### config.mk
export PLATFORM = sky130hd
export DESIGN_NAME = bpc_press_mul
export DESIGN_NICKNAME = d
export VERILOG_FILES = /design/src/rtl/core/bpc_pkg.sv /design/src/rtl/core/bpc_press_mul.sv
export SDC_FILE = /design/constraint.sdc
export NUM_CORES = 2
export LEC_CHECK = 0
export ABC_CLOCK_PERIOD_IN_PS = 24200
export BUFFER_PORTS_ARGS = -buffer_cell sky130_fd_sc_hd__buf_2
export CAP_MARGIN = 0
export CORE_UTILIZATION = 35
export CTS_CLUSTER_DIAMETER = 80
export CTS_CLUSTER_SIZE = 28
export DETAILED_ROUTE_END_ITERATION = 12
export HOLD_SLACK_MARGIN = 0.05
export PLACE_DENSITY = 0.52
export SLEW_MARGIN = 20
export SYNTH_ARGS = -nofsm -noshare
export SYNTH_HDL_FRONTEND = slang
export SYNTH_SLANG_ARGS = --single-unit
### constraint.sdc
create_clock -name i_clk -period 24.2 [get_ports i_clk]
set_clock_uncertainty 0.05 [all_clocks]
set_input_delay 7.26 -clock i_clk [delete_from_list [all_inputs] [get_ports i_clk]]
set_output_delay 7.26 -clock i_clk [all_outputs]
set_load 0.05 [all_outputs]
### src/rtl/core/bpc_pkg.sv
// Shared widths, constants and register codes for the barometric compensation core.
// No dependencies; imported by every module in rtl/core.
package bpc_pkg;

    // field widths
    localparam int RAW_W   = 24;   // raw conversion results
    localparam int CAL_W   = 16;   // calibration words
    localparam int IDX_W   = 3;    // config register index
    localparam int POUT_W  = 32;   // pressure result
    localparam int TOUT_W  = 19;   // temperature result

    // internal widths
    localparam int DT_W    = 25;   // dT, signed
    localparam int CPROD_W = 42;   // dT * calibration word
    localparam int DSQ_W   = 50;   // dT * dT
    localparam int TEMP_W  = 20;   // first-order TEMP
    localparam int T2_W    = 19;   // dT^2 / 2^31, never negative
    localparam int SQ_W    = 40;   // squared temperature deviations
    localparam int ACC_W   = 46;   // OFF, SENS and their corrections
    localparam int SPLIT_W = 23;   // low slice of SENS for the split multiply
    localparam int PROD_W  = RAW_W + ACC_W;
    localparam int DIFF_W  = 50;   // raw*SENS/2^21 - OFF

    // shift amounts of the truncating divisions
    localparam int SH_TEMP = 23;
    localparam int SH_OFF  = 7;
    localparam int SH_SENS = 8;
    localparam int SH_T2   = 31;
    localparam int SH_PRES = 21;
    localparam int SH_OUT  = 15;
    localparam int SH_C2   = 16;
    localparam int SH_C1   = 15;
    localparam int SH_C5   = 8;

    localparam logic signed [TEMP_W-1:0] TEMP_REF  = TEMP_W'(2000);
    localparam logic signed [TEMP_W-1:0] TEMP_VLOW = -TEMP_W'(1500);

    // start to strobe, in clock edges
    localparam int PIPE_LAT = 10;

    typedef enum logic [IDX_W-1:0] {
        REG_SENS_BASE     = 3'd0,
        REG_OFFSET_BASE   = 3'd1,
        REG_SENS_TEMP     = 3'd2,
        REG_OFFSET_TEMP   = 3'd3,
        REG_REF_TEMP      = 3'd4,
        REG_TEMP_SLOPE    = 3'd5,
        REG_SECOND_ORDER  = 3'd6
    } t_cfg_reg;

endpackage

### src/rtl/core/bpc_press_mul.sv
// Two-stage split multiplier: raw pressure (unsigned) times SENS (signed, ACC_W bits).
// Depends on bpc_pkg for widths.
module bpc_press_mul import bpc_pkg::*; (
    input  logic                     i_clk,
    input  logic                     i_rst_n,
    input  logic                     i_valid,
    input  logic [RAW_W-1:0]         i_raw,
    input  logic signed [ACC_W-1:0]  i_sens,
    output logic                     o_valid,
    output logic signed [PROD_W-1:0] o_prod
);

    localparam int HI_W = ACC_W - SPLIT_W;

    logic                           r_va;
    logic [RAW_W+SPLIT_W-1:0]       r_lo;
    logic signed [RAW_W+HI_W:0]     r_hi;
    logic signed [PROD_W-1:0]       n_prod;

    always_ff @(posedge i_clk) begin
        if (!i_rst_n) begin
            r_va    <= 1'b0;
            o_valid <= 1'b0;
        end else begin
            r_va    <= i_valid;
            o_valid <= r_va;
        end
    end

    // low slice unsigned, high slice carries the sign
    always_ff @(posedge i_clk) begin
        r_lo <= i_raw * i_sens[SPLIT_W-1:0];
        r_hi <= $signed({1'b0, i_raw}) * $signed(i_sens[ACC_W-1:SPLIT_W]);
    end

    assign n_prod = (PROD_W'(r_hi) <<< SPLIT_W) + PROD_W'($signed({1'b0, r_lo}));

    always_ff @(posedge i_clk) begin
        o_prod <= n_prod;
    end

endmodule

==> impl_metrics.json <==
{
  "finalCritPeriodShare": 0.597,
  "path_class": "in -> reg",
  "multi_input_area_mm2": 0.0334,
  "synth_flop_cell": "dfxtp_1",
  "core_mm2": 0.118,
  "syn_area_mm2": 0.0418,
  "fin_setup_tns_ps": 0,
  "tightest_slew_ps": 1020,
  "seqCellArea_mm2": 0.00332,
  "drc": 0,
  "required_ps": 24550,
  "cts.repair.resized": 0,
  "slew_viol_final": 0,
  "grt_max_degree": 47,
  "cp.arrival_ps": 14810,
  "ys_ff_latch": 166,
  "netlist_instances": 4652,
  "dieArea_mm2": 0.121,
  "hold_buffers": 0,
  "syn_area_per_cell_um2": 8.98,
  "vias": 29500,
  "endpoint_kind": "flop",
  "cts-buffers-inserted": 17,
  "syn_nets": 6037,
  "dieWidth_um": 348,
  "drive_gt1_frac": 0.0490,
  "portBuffers": 143,
  "min_period_ps": 14450,
  "cts_tree": "built",
  "synth_warnings": 0,
  "rsz0062_at_grt": "no",
  "synth.area.top_cells": "fa_1, ha_1, inv_1",
  "grt_first_pass_wirelength_um": 184000,
  "yosysSeqAreaShare": 0.0795,
  "clock.fmax_ghz": 0.0692,
  "dp_cells": 6114,
  "cts.sinks": 166,
  "chipHeight_um": 348,
  "path_clk_slew_ps": 70,
  "rows": 126,
  "via_per_inst": 4.81,
  "layout.cells.non_filler": 6148,
  "cp_slowest_cell": "buf_2",
  "ant_nets": 0,
  "root_buffer": "clkbuf_16",
  "dr.pass1.iters": 5,
  "drtIter0Drc": 1375,
  "final_common_cell": "inv_1",
  "post_cts_buffers": 0,
  "grt_pass1_vias": 32400,
  "crit_fanout": 25,
  "synthArstFlopShare": 0,
  "post_drt_wl_per_cell_um": 18.4,
  "hpwlAfterDp_um": 87000,
  "max_cap_violations": 0,
  "setup_viol": 0,
  "start_kind": "primary input",
  "status": "finished clean",
  "crit_path_max_incr_delay_ps": 550,
  "nets": 5982,
  "finalHoldViolations": 0,
  "overflow": 0,
  "layout_common_cells": "inv_1, fa_1, nand2_1, and2_1, ha_1",
  "antenna_found_initial": 4,
  "fill_cells": 12200,
  "io_pins": 144,
  "synth_edf_count": 0,
  "yosysTopAreaCellShare": 0.442,
  "area_growth_pct": 5.88,
  "hold_class": "reg -> reg",
  "cts_max_path_buffers": 2,
  "synth.distinct_cells": 71,
  "h-tree-depth": 4,
  "track_usage": 0.198,
  "slew_headroom": 0.313,
  "initial_core_util": 0.353,
  "insertion_delay_ps": 510,
  "synth_top_area_cell": "fa_1",
  "place_congestion": 0.852,
  "routed_wl_um": 113000
}
[state kept, by name, summed over array words and instances, names as in the netlist]
register	flops
o_valid	1
r_lo	47
r_va	1
o_prod	70
r_hi	47
[worst max-delay path: cells and delay by family]
| family | cells | cell delay, ps |
|---|---|---|
| adders and majority gates | 8 | 3910 |
| AOI/OAI and AO/OA | 8 | 1880 |
| buffers and inverters | 9 | 1320 |
| and+or+nand+nor | 2 | 300 |
| xor gates and xnor gates | 1 | 120 |
[per-layer routing]
layer | global-route usage | up-vias | wire length [um]
met5 | 0 | - | 31
met4 | 0.0557 | 6 | 2730
met3 | 0.0271 | 109 | 5240
met2 | 0.329 | 653 | 53000
met1 | 0.270 | 15300 | 51800
li1 | - | 13500 | -
[cells in the mapped netlist, types with 18 or more instances]
library cell	count
ha_1	390
nand2_1	657
o21ai_1	20
and3_1	18
nand3_1	32
xor2_1	38
a21oi_1	100
dfxtp_1	166
nand4_1	21
a21o_1	76
xnor2_1	97
nand2b_1	28
o21ai_0	37
clkbuf_1	234
nor2_1	61
and2_1	491
fa_1	922
inv_1	1111
[path summary, 6_finish.rpt]
path	from	endpoint	slack, ps	depth (start not counted)
min reg2reg	r_lo[2]$_DFF_P_	o_prod[2]$_DFF_P_	270	0
min	r_lo[2]$_DFF_P_	o_prod[2]$_DFF_P_	270	0
max reg2reg	r_lo[23]$_DFF_P_	o_prod[67]$_DFF_P_	20720	14
max	i_raw[12]	r_hi[42]$_DFF_P_	9750	28
[through the flow]
stage | setup WS, ps | area (um^2) | hold WS [ps] | util
floorplan | 10270 | 41800 | 260 | -
global route | 9420 | 44200 | 276 | 0.374
finish | 9750 | 44200 | 270 | 0.374
detailed placement | 9280 | 43700 | 262 | 0.369
global placement | 9330 | 43700 | 262 | 0.369
CTS | 9820 | 44200 | 277 | 0.374
[layout make-up]
type | count | share of cell area
Inverter | 1114 | 0.0945
Clock inverter | 12 | 0.00246
Timing Repair Buffer | 168 | 0.0204
Multi-Input combinational cell | 3130 | 0.754
Tap cell | 1536 | 0.0434
Clock buffer | 20 | 0.0101
Antenna cell | 2 | 0.000113
Sequential cell | 166 | 0.0751
[cells by family (layout without fill, tap and decap cells)]
logic type | count (synthesis) | count (layout) | share of synthesized area
compound gates | 332 | 332 | 0.0528
simple gates | 1351 | 1351 | 0.159
buf+inv | 1356 | 1314 | 0.122
fa+ha+maj | 1312 | 1312 | 0.558
xor+xnor | 135 | 135 | 0.0283
other cells | 0 | 2 | 0
flops | 166 | 166 | 0.0795
Power is not shown: default switching activity piles up to over one toggle a cycle in this logic, so the estimate is an artifact.
